[src/design/lsp_pkg.sv]
// Shared types and constants for the log sense parameter extractor.
// No dependencies; imported by every module of the block.
package lsp_pkg;

  localparam int VALUE_WIDTH_DEF = 64;
  localparam int OUT_VALUE_W     = 64;
  localparam int CFG_INDEX_W     = 2;
  localparam int CFG_DATA_W      = 16;
  localparam int FIFO_DEPTH      = 4;

  localparam logic [CFG_INDEX_W-1:0] CFG_TARGET_PARAM = 2'd0;
  localparam logic [CFG_INDEX_W-1:0] CFG_SCALE_SHIFT  = 2'd1;

  localparam logic [1:0] PH_PAGE_HDR  = 2'd0;
  localparam logic [1:0] PH_PARAM_HDR = 2'd1;
  localparam logic [1:0] PH_VALUE     = 2'd2;
  localparam logic [1:0] PH_DONE      = 2'd3;

  localparam logic KIND_PARAM    = 1'b0;
  localparam logic KIND_PAGE_END = 1'b1;

  typedef struct packed {
    logic [7:0] page_byte;
    logic       end_of_buffer;
  } in_item_t;

  typedef struct packed {
    logic                   kind;
    logic [OUT_VALUE_W-1:0] scaled_value;
    logic                   overflow;
    logic                   truncated;
    logic                   last;
  } out_item_t;

  typedef struct packed {
    logic [15:0] target_param;
    logic [3:0]  scale_shift;
  } cfg_t;

  typedef struct packed {
    logic [1:0] cnt;
    out_item_t  r0;
    out_item_t  r1;
  } push_t;

endpackage

[src/design/log_sense_param_extractor.sv]
// Top level: input register, config registers, parser and result queue.
// Depends on lsp_pkg, lsp_parser, lsp_out_fifo.
//
//  channel | direction | handshake            | payload
//  in_     | input     | in_valid / in_stall  | in_data  (in_item_t)
//  out_    | output    | out_valid / out_stall| out_data (out_item_t)
//  cfg_    | input     | cfg_valid / cfg_ready| cfg_index, cfg_data
//
// One byte per cycle sustained while in_stall is low; a byte giving two results leaves both
// in the 4-entry result queue, which the single-item output port drains one at a time.
// A result reaches out_data through the input register, the parser and the result queue.
// Synchronous active-low reset clears parser state, config, and queue.
// in_stall rises when the input register holds a byte and the queue lacks room for two.
module log_sense_param_extractor
  import lsp_pkg::*;
#(
  parameter int VALUE_WIDTH = VALUE_WIDTH_DEF
) (
  input  logic                   clk,
  input  logic                   rst_n,
  input  logic                   in_valid,
  output logic                   in_stall,
  input  in_item_t               in_data,
  output logic                   out_valid,
  input  logic                   out_stall,
  output out_item_t              out_data,
  input  logic                   cfg_valid,
  output logic                   cfg_ready,
  input  logic [CFG_INDEX_W-1:0] cfg_index,
  input  logic [CFG_DATA_W-1:0]  cfg_data
);

  in_item_t in_r;
  logic     in_v_r, in_v_nxt;
  cfg_t     cfg_r;
  push_t    push;
  logic     room2, go, accept;

  assign cfg_ready = 1'b1;
  assign go        = in_v_r && room2;
  assign in_stall  = in_v_r && !room2;
  assign accept    = in_valid && !in_stall;
  assign in_v_nxt  = accept ? 1'b1 : (go ? 1'b0 : in_v_r);

  always_ff @(posedge clk) begin
    if (!rst_n) begin
      in_v_r <= 1'b0;
      cfg_r  <= '0;
    end else begin
      in_v_r <= in_v_nxt;
      if (cfg_valid && cfg_ready) begin
        case (cfg_index)
          CFG_TARGET_PARAM: cfg_r.target_param <= cfg_data;
          CFG_SCALE_SHIFT:  cfg_r.scale_shift  <= cfg_data[3:0];
          default: ;
        endcase
      end
    end
  end

  always_ff @(posedge clk) begin
    if (accept) in_r <= in_data;
  end

  lsp_parser #(
    .VALUE_WIDTH(VALUE_WIDTH)
  ) u_parser (
    .clk  (clk),
    .rst_n(rst_n),
    .go   (go),
    .item (in_r),
    .cfg  (cfg_r),
    .push (push)
  );

  lsp_out_fifo u_fifo (
    .clk      (clk),
    .rst_n    (rst_n),
    .push     (push),
    .room2    (room2),
    .out_valid(out_valid),
    .out_stall(out_stall),
    .out_data (out_data)
  );

endmodule

[src/design/lsp_parser.sv]
// Page parser: header, parameter and value tracking, value rounding.
// Depends on lsp_pkg; emits up to two result items per byte.
module lsp_parser
  import lsp_pkg::*;
#(
  parameter int VALUE_WIDTH = VALUE_WIDTH_DEF
) (
  input  logic     clk,
  input  logic     rst_n,
  input  logic     go,
  input  in_item_t item,
  input  cfg_t     cfg,
  output push_t    push
);

  localparam logic [VALUE_WIDTH-1:0] ONE = {{(VALUE_WIDTH-1){1'b0}}, 1'b1};

  logic [1:0]             phase_r, phase_nxt;
  logic [16:0]            bpos_r, bpos_nxt;
  logic [15:0]            plen_r, plen_nxt;
  logic [15:0]            pcode_r, pcode_nxt;
  logic [7:0]             prlen_r, prlen_nxt;
  logic [7:0]             pseen_r, pseen_nxt;
  logic [VALUE_WIDTH-1:0] acc_r, acc_nxt;
  logic                   sat_r, sat_nxt;

  logic [16:0]            bpos_inc;
  logic [7:0]             pseen_inc;
  logic                   fin;
  logic [VALUE_WIDTH-1:0] q, t;
  logic [3:0]             sm1;
  logic                   gbit, sticky, up;
  logic [OUT_VALUE_W-1:0] val64;
  out_item_t              pres, eres;

  always_comb begin
    phase_nxt = phase_r;
    bpos_nxt  = bpos_r;
    plen_nxt  = plen_r;
    pcode_nxt = pcode_r;
    prlen_nxt = prlen_r;
    pseen_nxt = pseen_r;
    acc_nxt   = acc_r;
    sat_nxt   = sat_r;
    fin       = 1'b0;
    pseen_inc = pseen_r + 8'd1;

    bpos_inc = (phase_r != PH_DONE && bpos_r != 17'h1FFFF) ? bpos_r + 17'd1 : bpos_r;
    bpos_nxt = bpos_inc;

    case (phase_r)
      PH_PAGE_HDR: begin
        if (bpos_inc == 17'd3) plen_nxt[15:8] = item.page_byte;
        else if (bpos_inc == 17'd4) plen_nxt[7:0] = item.page_byte;
        if (bpos_inc >= 17'd4) begin
          pseen_nxt = '0;
          phase_nxt = (plen_nxt == 16'd0) ? PH_DONE : PH_PARAM_HDR;
        end
      end
      PH_PARAM_HDR: begin
        if (pseen_r == 8'd0) pcode_nxt[15:8] = item.page_byte;
        else if (pseen_r == 8'd1) pcode_nxt[7:0] = item.page_byte;
        else if (pseen_r == 8'd3) prlen_nxt = item.page_byte;
        pseen_nxt = pseen_inc;
        if (pseen_inc >= 8'd4) begin
          pseen_nxt = '0;
          acc_nxt   = '0;
          sat_nxt   = 1'b0;
          if (prlen_nxt == 8'd0) fin = 1'b1;
          else phase_nxt = PH_VALUE;
        end
      end
      PH_VALUE: begin
        if (sat_r || acc_r[VALUE_WIDTH-1 -: 8] != 8'd0) begin
          acc_nxt = '1;
          sat_nxt = 1'b1;
        end else begin
          acc_nxt = {acc_r[VALUE_WIDTH-9:0], item.page_byte};
        end
        pseen_nxt = pseen_inc;
        if (pseen_inc >= prlen_r) fin = 1'b1;
      end
      default: ;
    endcase

    if (fin) begin
      pseen_nxt = '0;
      phase_nxt = (bpos_inc >= 17'd4 + {1'b0, plen_r}) ? PH_DONE : PH_PARAM_HDR;
    end
  end

  // round half to even on the finished value
  always_comb begin
    sm1    = cfg.scale_shift - 4'd1;
    q      = acc_nxt >> cfg.scale_shift;
    t      = acc_nxt >> sm1;
    gbit   = t[0];
    sticky = |(acc_nxt & ((ONE << sm1) - ONE));
    up     = (cfg.scale_shift != 4'd0) && gbit && (sticky || q[0]);
    val64  = '0;
    val64[VALUE_WIDTH-1:0] = q + (up ? ONE : '0);
  end

  always_comb begin
    pres.kind         = KIND_PARAM;
    pres.scaled_value = val64;
    pres.overflow     = sat_nxt;
    pres.truncated    = 1'b0;
    pres.last         = !item.end_of_buffer;
    eres.kind         = KIND_PAGE_END;
    eres.scaled_value = '0;
    eres.overflow     = 1'b0;
    eres.truncated    = (phase_nxt != PH_DONE);
    eres.last         = 1'b1;

    push.cnt = 2'd0;
    push.r0  = eres;
    push.r1  = eres;
    if (go) begin
      if (fin && pcode_nxt == cfg.target_param) begin
        push.r0  = pres;
        push.cnt = item.end_of_buffer ? 2'd2 : 2'd1;
      end else if (item.end_of_buffer) begin
        push.cnt = 2'd1;
      end
    end
  end

  always_ff @(posedge clk) begin
    if (!rst_n || (go && item.end_of_buffer)) begin
      phase_r <= PH_PAGE_HDR;
      bpos_r  <= '0;
      plen_r  <= '0;
      pcode_r <= '0;
      prlen_r <= '0;
      pseen_r <= '0;
      acc_r   <= '0;
      sat_r   <= 1'b0;
    end else if (go) begin
      phase_r <= phase_nxt;
      bpos_r  <= bpos_nxt;
      plen_r  <= plen_nxt;
      pcode_r <= pcode_nxt;
      prlen_r <= prlen_nxt;
      pseen_r <= pseen_nxt;
      acc_r   <= acc_nxt;
      sat_r   <= sat_nxt;
    end
  end

`ifndef SYNTH
  a_pair_order: assert property (@(posedge clk) disable iff (!rst_n)
    (push.cnt == 2'd2) |-> (push.r0.kind == KIND_PARAM && push.r1.kind == KIND_PAGE_END
                            && !push.r0.last && push.r1.last))
    else $error("two results out of order");
  a_eob_restart: assert property (@(posedge clk) disable iff (!rst_n)
    (go && item.end_of_buffer) |=> (phase_r == PH_PAGE_HDR && bpos_r == 17'd0))
    else $error("parser did not restart after end of buffer");
  a_done_hold: assert property (@(posedge clk) disable iff (!rst_n)
    (phase_r == PH_DONE && !(go && item.end_of_buffer)) |=> $stable(bpos_r))
    else $error("byte position moved after page end");
`endif

endmodule

[src/design/lsp_out_fifo.sv]
// Result queue: takes up to two items a cycle, gives one a cycle while out_stall is low.
// Depends on lsp_pkg.
module lsp_out_fifo
  import lsp_pkg::*;
(
  input  logic      clk,
  input  logic      rst_n,
  input  push_t     push,
  output logic      room2,
  output logic      out_valid,
  input  logic      out_stall,
  output out_item_t out_data
);

  localparam int PTR_W = $clog2(FIFO_DEPTH);
  localparam int CNT_W = $clog2(FIFO_DEPTH + 1);

  out_item_t        mem [FIFO_DEPTH];
  logic [PTR_W-1:0] wp_r, wp_nxt, rp_r, rp_nxt, wp1;
  logic [CNT_W-1:0] cnt_r, cnt_nxt;
  logic             pop;

  assign out_valid = (cnt_r != '0);
  assign out_data  = mem[rp_r];
  assign room2     = (cnt_r <= CNT_W'(FIFO_DEPTH - 2));
  assign pop       = out_valid && !out_stall;
  assign wp1       = wp_r + PTR_W'(1);

  always_comb begin
    wp_nxt  = wp_r + PTR_W'(push.cnt);
    rp_nxt  = pop ? rp_r + PTR_W'(1) : rp_r;
    cnt_nxt = cnt_r + CNT_W'(push.cnt) - CNT_W'(pop);
  end

  always_ff @(posedge clk) begin
    if (push.cnt != 2'd0) mem[wp_r] <= push.r0;
    if (push.cnt == 2'd2) mem[wp1] <= push.r1;
  end

  always_ff @(posedge clk) begin
    if (!rst_n) begin
      wp_r  <= '0;
      rp_r  <= '0;
      cnt_r <= '0;
    end else begin
      wp_r  <= wp_nxt;
      rp_r  <= rp_nxt;
      cnt_r <= cnt_nxt;
    end
  end

`ifndef SYNTH
  a_cnt_max: assert property (@(posedge clk) disable iff (!rst_n)
    cnt_r <= CNT_W'(FIFO_DEPTH))
    else $error("result queue count above depth");
  a_no_overrun: assert property (@(posedge clk) disable iff (!rst_n)
    (push.cnt != 2'd0) |-> ((CNT_W + 1)'(cnt_r) + (CNT_W + 1)'(push.cnt)
                            <= (CNT_W + 1)'(FIFO_DEPTH)))
    else $error("result queue overrun");
  a_pop_dec: assert property (@(posedge clk) disable iff (!rst_n)
    (pop && push.cnt == 2'd0) |=> (cnt_r == $past(cnt_r) - CNT_W'(1)))
    else $error("result queue count did not drop on pop");
`endif

endmodule
[config.mk]
export PLATFORM = sky130hd
export DESIGN_NAME = log_sense_param_extractor
export DESIGN_NICKNAME = d
export VERILOG_FILES = /design/src/design/lsp_pkg.sv /design/src/design/log_sense_param_extractor.sv /design/src/design/lsp_parser.sv /design/src/design/lsp_out_fifo.sv
export SDC_FILE = /design/constraint.sdc
export NUM_CORES = 1
export LEC_CHECK = 0
export BUFFER_PORTS_ARGS = -buffer_cell sky130_fd_sc_hd__buf_2
export CORE_MARGIN = 1
export CORE_UTILIZATION = 25
export DETAILED_ROUTE_END_ITERATION = 6
export SLEW_MARGIN = 20
export SYNTH_ARGS = -nofsm -noshare
export SYNTH_HDL_FRONTEND = slang
export SYNTH_HIERARCHICAL = 1
export SYNTH_SLANG_ARGS = --single-unit
[constraint.sdc]
create_clock -name clk -period 12.3 [get_ports clk]
set_input_delay 1.845 -clock clk [delete_from_list [all_inputs] [get_ports clk]]
set_output_delay 1.845 -clock clk [all_outputs]
set_load 0.02 [all_outputs]
After elaboration in Yosys (flattened, before gate mapping)
Memory sizes are Yosys's and may differ from the RTL's. A register that Yosys moved wholly into a read port is not among the register bits.
Index checks and enable logic that the tools add are counted.
{"block": "totals", "reg_bits": 169, "out_inout_bits": 71, "ram_bits": 272, "elab_cells": 133, "inputBits": 32, "memories": 1}
{"block": "classes", "n_lt_le_gt_ge": 5, "muxes": 49, "eq_ne": 13, "bitwise": 1, "n_reduce_logical": 34, "shifts": 3, "add_sub_neg": 11}
{"name": "u_fifo.mem", "depth": 4, "word_bits": 68, "read_ports": 1, "rd_clocked_by_memory_dff": 1, "write_ports": 2, "line": "lsp_out_fifo.sv:18", "rtl": "out_item_t mem [FIFO_DEPTH];"}
{"operator": "64-bit 2-to-1 mux", "count": 2}
{"operator": "64-bit one-hot mux with 2 select lines", "count": 1}
{"operator": "8-bit 2-to-1 mux", "count": 15}
{"operator": "70-bit 2-to-1 mux", "count": 1}
{"operator": "68-bit 2-to-1 mux", "count": 1}
{"operator": "64-bit adder", "count": 1}
{"operator": "64-bit bitwise AND", "count": 1}
{"operator": "64-bit OR reduction", "count": 1}
{"operator": "1-bit by 4-bit left shift with 64-bit output (first input constant)", "count": 1}
{"operator": "64-bit by 4-bit >> shifter with 1-bit output", "count": 1}
{"operator": "64-bit by 4-bit >> shifter with 64-bit output", "count": 1}
{"operator": "64-bit by 1-bit subtractor with 64-bit output (second input constant)", "count": 1}
{"operator": "8-bit one-hot mux with 3 select lines", "count": 1}
{"operator": "2-bit 2-to-1 mux", "count": 10}
{"operator": "17-bit by 1-bit adder with 17-bit output (second input constant)", "count": 1}
{"operator": "3-bit by 16-bit adder with 17-bit output (first input constant)", "count": 1}
{"operator": "17-bit by 2-bit equality test with 1-bit output (second input constant)", "count": 1}
{"operator": "17-bit by 3-bit equality test with 1-bit output (second input constant)", "count": 1}
{"operator": "17-bit greater-or-equal comparator", "count": 1}
{"operator": "17-bit by 3-bit greater-or-equal comparator with 1-bit output (second input constant)", "count": 1}
{"operator": "17-bit 2-to-1 mux", "count": 1}
{"operator": "17-bit != test (second input constant)", "count": 1}
{"operator": "16-bit equality test", "count": 1}
{"operator": "16-bit logical NOT", "count": 1}
{"operator": "30 further kinds", "count": 68}

Logic depth before layout (Yosys ltp)
Gate-level depths: netlist of the first run.
{"block": "logic_depth", "ltp_word": 18, "mapped_depth": 25, "mapped_depth_nobuf": 23}

Modules after synthesis
Netlist of the first run, hierarchy kept.
{"module": "lsp_parser", "area_per_inst_um2": 15840.2, "cells_each": 2292, "n_inst": 1, "seq_area_each_um2": 2642.5}
{"module": "lsp_out_fifo", "area_per_inst_um2": 13704.4, "cells_each": 712, "n_inst": 1, "seq_area_each_um2": 8348.0}
{"module": "log_sense_param_extractor", "area_per_inst_um2": 1134.8, "cells_each": 100, "n_inst": 1, "seq_area_each_um2": 690.7}

Least setup slack after synthesis of the first run
Ideal clock, no wire load.
{"block": "synth_path", "path_kind": "register to register", "startpoint": "register u_parser.phase_r[1]", "endpoint": "memory u_fifo/mem[0][0] in the netlist's numbering, enable pin", "slack_ns": 3.078, "arrival_time_ns": 8.627, "t_required_ns": 11.705, "synth_period_minus_slack_ns": 9.222, "path_stages_with_launch": 18, "setup_ns": 0.595, "n_path_buf": 4, "cell_sequence": "dfxtp_1 inv_1 ha_1 clkbuf_1 clkbuf_1 clkbuf_1 nand2_1 nor2_1 clkbuf_1 mux2i_1 xnor2_1 nor4_1 nand3_1 nor3_1 ha_1 and2_1 nor2_1 o31ai_1"}
{"item": "start, declared", "line": "lsp_parser.sv:18", "rtl": "logic [1:0] phase_r, phase_nxt;"}
{"item": "start signal, assigned", "line": "lsp_parser.sv:140", "rtl": "phase_r <= phase_nxt;"}
{"item": "end, declared", "line": "lsp_out_fifo.sv:18"}

==> results.md, run 1 <==
- Grt total ovfl: 0
- Die area: 124,100 um^2
- Pwr dens: 129.3 nW/um^2
- Final nets: 3,159
- Root Driver: clkbuf_16
- Io pins: 103
- Most frequent cell after synthesis: nor2_1
- Async set-reset flop share out of synthesis: 0%
- Post-synthesis sequential area ratio: 38.08%
- Post-CTS Hold Fix Bufs: 0
- CTS Buf Count: 50
- Setup CP Type: flop to flop
- Finished Cell Area: 34,150 um^2
- Num rows: 128
- Final hold slack: 0.4517 ns
- CTS Sinks: 443
- Internal power: 2927 uW
- Outcome: complete, no violations
- Clock buffer depth: 3
- PortBufs: 101
- Combinational power share: 25.3%
- Fin Setup TNS: 0 ns
- Final ANT Viol Nets: 0
- Drt pass-1 iters: 7
- Yosys top cell area share: 27.50%
- Arrival @ worst endpoint: 7.97 ns
- Final Critical Period: 7.448 ns
- # H-tree levels: 2
- Clock slew at reported path FFs: 0.06 ns
- Syn Std Cell Area: 30,680 um^2
- Reg2Reg Depth: 20
- Startpoint Class: flop
- Synth area leaders: edfxtp_1, dfxtp_1, mux2_2, mux4_2, nor2_1
- VDD IR max: 99.85 uV
- Post-synth top area cell: edfxtp_1
- Synthesis Warnings: 6
- Synthesized flop and latch total: 443
- Clk_skew: 0.05641 ns
- Final period utilization: 60.55%
- Initial Util: 25.21%
- Max Fanout on Critical Path: 59
- Final core utilization: 28.06%
- First-pass GRT wire length: 159,100 um
- Part of the power in registers: 38.9%
- Net Switching: 1490 uW
- DRT iter0 DRCs: 2,828
- Pin count of the biggest net entering global routing: 70
- Synth top cells by count: nor2_1, edfxtp_1, nand2_1
- Fraction of layout cells with a size suffix above 1: 20.80%
- Area growth syn-to-layout: 11.32%
- Total number of vias: 25,750
- Placer Congestion: 1.033
- Diode count: 0
- Post-Syn Instances: 3,104
- Residual DRC: 0
- Placed Cells: 4,652
- Placed inst area: 32,430 um^2
- Max-slew violation count: 0
- DP Wirelength: 71,460 um
- Die Y: 352.3 um
- Vias in the first global route: 24,630
- Core ar.: 121,700 um^2
- Gr usage total: 16.35%
- Hold Path Depth: 2
- Slew HR: 20.72%
- Worst slew pin tran: 1.189 ns
- Wire length per cell: 22.19 um
- Clock power frac: 35.8%
- Synthesized area per cell: 9.884 um^2
- Ys flop type: edfxtp_1
- Endpoints failing hold: 0
- CTS resizes: 0
- Synth cell types: 104
- Switching Fraction: 33.74%
- CTS tree: built
- Final WL: 105,300 um
- Leak Pwr: 0.01139 uW
- Max_cap viols: 0
- Initial antenna violation count: 3
- Req. time, crit path: 12.82 ns
- Post-CTS Setup Bufs: 0
- Final Setup Violations: 0
- Worst-Skew Late Latency: 0.65 ns
- RSZ-0062 raised after global routing: no
- Non-Filler Instances: 4,745
- Chip width: 352.3 um
- Setup crit end kind: flop
- Min-delay worst type: flop to flop
- Vias per cell: 5.426
- Fmax: 134.3 MHz
- Post-synth EDFFs: 281
power groups by stage:
| stage | clock network [uW] | logic (uW) | registers, uW |
|---|---|---|---|
| floorplan | 0 | 793 | 1690 |
| global placement | 0 | 1100 | 1750 |
| CTS | 1620 | 1110 | 1720 |
| global route | 1680 | 1190 | 1730 |
| finish | 1580 | 1120 | 1720 |
| detailed placement | 0 | 1100 | 1750 |
kinds of logic after synthesis:
group	share of synthesized area, %
mux	18.65
flops	38.08
fa+ha+maj	2.015
buf+inv	6.097
xor+xnor	3.226
compound gates	17.21
simple gates	14.69
other cells	0.03670
flip-flops by register name, indices dropped and copies added (netlist names), named ones only:
| signal | count |
|---|---|
| u_parser/pcode_r | 16 |
| u_parser/sat_r | 1 |
| u_parser/phase_r | 2 |
| u_parser/bpos_r | 17 |
| u_parser/acc_r | 64 |
| u_fifo/wp_r | 2 |
| cfg_r | 20 |
| u_parser/pseen_r | 8 |
| u_parser/prlen_r | 8 |
| in_v_r | 1 |
| in_r | 9 |
| u_fifo/cnt_r | 3 |
| u_parser/plen_r | 16 |
| u_fifo/rp_r | 2 |
| u_fifo/mem | 272 |
worst max-delay path, stage by stage, from the launching register on:
cell and delay, ns:
dfxtp_1 0.48, ha_1 0.39, nand3_1 0.26, o21ai_0 0.47, o2111ai_1 0.19, buf_4 0.27
o21ai_4 0.12, buf_4 0.55, a21oi_1 0.26, a2111oi_0 0.50, o2111ai_1 0.27, a221oi_2 0.41
ha_1 0.24, nor4b_1 0.91, nand2_1 0.37, nor3_2 0.19, buf_4 0.30, nand3_2 0.19
or3_1 0.44, a21oi_1 0.29, mux2_2 0.22
final cells by class:
cell class,instances,area [um^2]
clock inverter,29,326.6
tap,1625,2033
clock buffer,64,1398
timing repair buffer,170,1023
sequential,443,11690
fill,12810,87560
multi-input combinational,2359,17470
inverter,55,206.4
final timing paths:
| path | from | to | slack (ns) |
|---|---|---|---|
| worst max register to register | u_parser/pseen_r[0] | u_fifo/mem[0][61] | 4.85 |
| worst min register to register | u_parser/pcode_r[4] | u_parser/pcode_r[4] | 0.45 |
| worst max-delay path | u_parser/pseen_r[0] | u_fifo/mem[0][61] | 4.85 |
| worst min-delay path | u_parser/pcode_r[4] | u_parser/pcode_r[4] | 0.45 |
metrics by stage:
| step | power, uW | setup WS, ns |
|---|---|---|
| global route | 4598 | 4.442 |
| detailed placement | 2851 | 5.089 |
| finish | 4417 | 4.852 |
| global placement | 2851 | 5.285 |
| CTS | 4444 | 5.115 |
| floorplan | 2484 | 3.078 |
metal layers:
layer | track usage [%] | vias to the layer above | part of all wire [%]
met5 | 0 | - | 0.012
met4 | 5.296 | 2 | 3.5
met3 | 3.948 | 241 | 9.0
met2 | 25.57 | 1256 | 44
met1 | 22.02 | 12550 | 43
li1 | - | 11700 | -
cell usage in the layout (no fill, tap or decap), types with 18 or more instances in the layout:
cell type	n
o31ai_1	18
mux2_1	21
buf_2	101
mux2_2	233
nor3_1	62
nand3_1	91
nand4_1	37
mux4_2	73
o22ai_1	27
a211oi_1	96
dfxtp_1	156
a31oi_1	27
mux2i_1	78
conb_1	68
nor2_1	293
o21ai_0	134
buf_4	69
nor4_1	32
a22oi_1	33
xor2_1	58
inv_1	52
o211ai_1	29
a21oi_1	132
mux2_4	29
a221o_1	19
edfxtp_1	281
ha_1	47
xnor2_1	55
clkbuf_16	53
a21o_1	25
and3_1	35
nand2_1	251
and2_1	23
or3_1	24
(Power assumes the default switching activity.)
==> run 2, diff against run 1 <==
==> constraint.sdc (replaced) <==
create_clock -name clk -period 6.5 [get_ports clk]
set_input_delay 0.975 -clock clk [delete_from_list [all_inputs] [get_ports clk]]
set_output_delay 0.975 -clock clk [all_outputs]
set_load 0.02 [all_outputs]
==> run 2 against run 1 <==
Compared with the run above: worst setup slack got worse by 4.5 ns; worst hold slack got worse by 0.0021 ns; critical path type unchanged; first-iteration DRC count decreased by 1.1%; the flow now finishes with violations (DRC); clock skew increased by 0.032 ns; clock-buffer cell count grew 1; final cell count grew 1.9%; cell area is 2.7% higher; via count is 1.4% higher; sequential cell count unchanged.
==> results.md, run 2 (synthesis results as in run 1) <==
- Outcome: complete, but fails checks
- Failing checks: DRC
- Chip width: 352.3 um (unchanged)
- PortBufs: 101 (unchanged)
- Sequential cell area: 11,690 um^2 (unchanged)
- Post-CTS Setup Bufs: 0 (unchanged)
- VDD IR max: 211.9 uV (+110%)
- Root Driver: clkbuf_16
- Num rows: 128 (unchanged)
- Filler Cells Inserted: 12,760 (-0.42%)
- Max_cap viols: 0 (unchanged)
- Setup crit end kind: flop
- Final WL: 104,400 um (-0.86%)
- Final Critical Period: 6.107 ns (-1.341 ns)
- Initial Util: 25.21% (unchanged)
- Placed Cells: 4,743 (+2.0%)
- Clock slew at reported path FFs: 0.06 ns (about the same)
- Clk_skew: 0.08848 ns (+0.03206 ns)
- Non-Filler Instances: 4,835 (+1.9%)
- Io pins: 103 (unchanged)
- Grt total ovfl: 0 (unchanged)
- Final Setup Violations: 0 (unchanged)
- Vias per cell: 5.401 (-0.45%)
- Final nets: 3,250 (+2.9%)
- Drt pass-1 iters: 7 (unchanged)
- Core ar.: 121,700 um^2 (unchanged)
- Max Fanout on Critical Path: 15 (-75%)
- Pin count of the biggest net entering global routing: 69 (-1.4%)
- DP Wirelength: 72,930 um (+2.1%)
- Pwr dens: 242.0 nW/um^2 (+87%)
- # H-tree levels: 2 (unchanged)
- Vias in the first global route: 25,270 (+2.6%)
- Finished Cell Area: 35,060 um^2 (+2.7%)
- Commonest non-fill, non-tap cell in the layout: nor2_1
- Final period utilization: 93.96% (+33 points)
- Fin Setup TNS: 0 ns (unchanged)
- CTS Sinks: 443 (unchanged)
- Die area: 124,100 um^2 (unchanged)
- Placed inst area: 33,290 um^2 (+2.7%)
- Fraction of layout cells with a size suffix above 1: 23.08% (+2.3 points)
- First-pass GRT wire length: 159,100 um (about the same)
- Die Y: 352.3 um (unchanged)
- Commonest non-fill, non-tap cells in the layout: nor2_1, edfxtp_1, nand2_1
- CTS Buf Count: 50 (unchanged)
- Final ANT Viol Nets: 0 (unchanged)
- Setup CP Type: flop to flop
- Biggest registers after layout: u_fifo/mem (272), u_parser/acc_r (64), cfg_r (20)
- Multi-input logic area: 17,490 um^2 (+0.11%)
- Max-slew violation count: 0 (unchanged)
- Clock buffer depth: 3 (unchanged)
- Wire length per cell: 21.59 um (-2.7%)
- Total number of vias: 26,120 (+1.4%)
- Req. time, crit path: 7.04 ns (-5.78 ns)
- RSZ-0062 raised after global routing: no
- Endpoints failing hold: 0 (unchanged)
- Area growth syn-to-layout: 14.29%
- Final core utilization: 28.81% (+0.75 points)
- Arrival @ worst endpoint: 6.64 ns (-1.33 ns)
- Worst-Skew Late Latency: 0.67 ns (+0.02 ns)
- Register name with the most flops: u_fifo/mem
- Slew HR: 10.98% (-9.7 points)
- Diode count: 0 (unchanged)
- Max reg flops: 272 (unchanged)
- Fmax: 163.7 MHz (+22%)
- Worst slew pin tran: 1.330 ns (+0.1413 ns)
- Leak Pwr: 0.01191 uW (+4.5%)
- Gr usage total: 16.25% (-0.10 points)
- Min-delay worst type: flop to flop
- Initial antenna violation count: 3 (unchanged)
- Placer Congestion: 1.004 (-2.8%)
- Residual DRC: 12 (+12)
- CTS tree: built
- Startpoint Class: flop
- DRT iter0 DRCs: 2,798 (-1.1%)
==> run 2: final timing paths <==
kind / startpoint / to / slack, ns / cells after the start
min reg2reg: u_parser/pcode_r[1] / u_parser/pcode_r[1] / 0.45 / 2
max reg2reg: u_parser/pseen_r[0] / u_fifo/mem[0][64] / 0.39 / 17
min: u_parser/pcode_r[1] / u_parser/pcode_r[1] / 0.45 / 2
max: u_parser/pseen_r[0] / u_fifo/mem[0][64] / 0.39 / 17
==> run 2: layout make-up <==
cell class                 instances  share of cell area, %
clock buffer                      65                  3.968
multi-input combinational       2359                  49.89
clock inverter                    27                  1.003
tap                             1625                  5.799
inverter                          55                 0.5888
timing repair buffer             261                  5.403
sequential                       443                  33.35
==> run 2: worst max-delay path: stages (launching register included) <==
cell,delay [ns]
dfxtp_1,0.47
ha_1,0.38
nand3_1,0.26
o21a_1,0.33
buf_4,0.22
a2111oi_1,0.46
a21oi_1,0.22
a2111oi_2,0.53
nor2_1,0.12
or4_1,0.59
a21oi_2,0.31
nand4_2,0.27
nor3_4,0.40
buf_4,0.23
nand4_2,0.17
or4_1,0.50
a21oi_1,0.31
mux2_2,0.22
==> run 2: power breakdown <==
part / switching (uW) / total (uW) / internal (uW)
logic: 1430 / 2230 / 798
registers: 127 / 3200 / 3080
clock network: 1280 / 3050 / 1770
total: 2840 / 8490 / 5640
==> run 2: through the flow <==
| step | hold WS [ns] | power (uW) | worst slack, ns |
|---|---|---|---|
| final | 0.4496 | 8486 | 0.3927 |
| after CTS | 0.4528 | 8517 | 0.3068 |
| after detailed placement | 0.4458 | 5458 | 0.3236 |
| after global routing | 0.4823 | 8819 | 0.02373 |
| after global placement | 0.4377 | 5454 | 0.2890 |
| after floorplan | 0.4312 | 4698 | -0.5933 |
==> run 2: routing by layer <==
| layer | track usage (%) | vias up | wire length (um) |
|---|---|---|---|
| li1 | - | 11890 | - |
| met1 | 22.37 | 12690 | 45290 |
| met2 | 25.41 | 1284 | 46390 |
| met3 | 3.177 | 252 | 9063 |
| met4 | 5.261 | 2 | 3654 |
| met5 | 0 | - | 11 |
==> run 2: timing repair <==
action,in CTS,in global routing
hold buffers,0,0
resized for setup,0,8
endpoints found under the setup margin,0,92
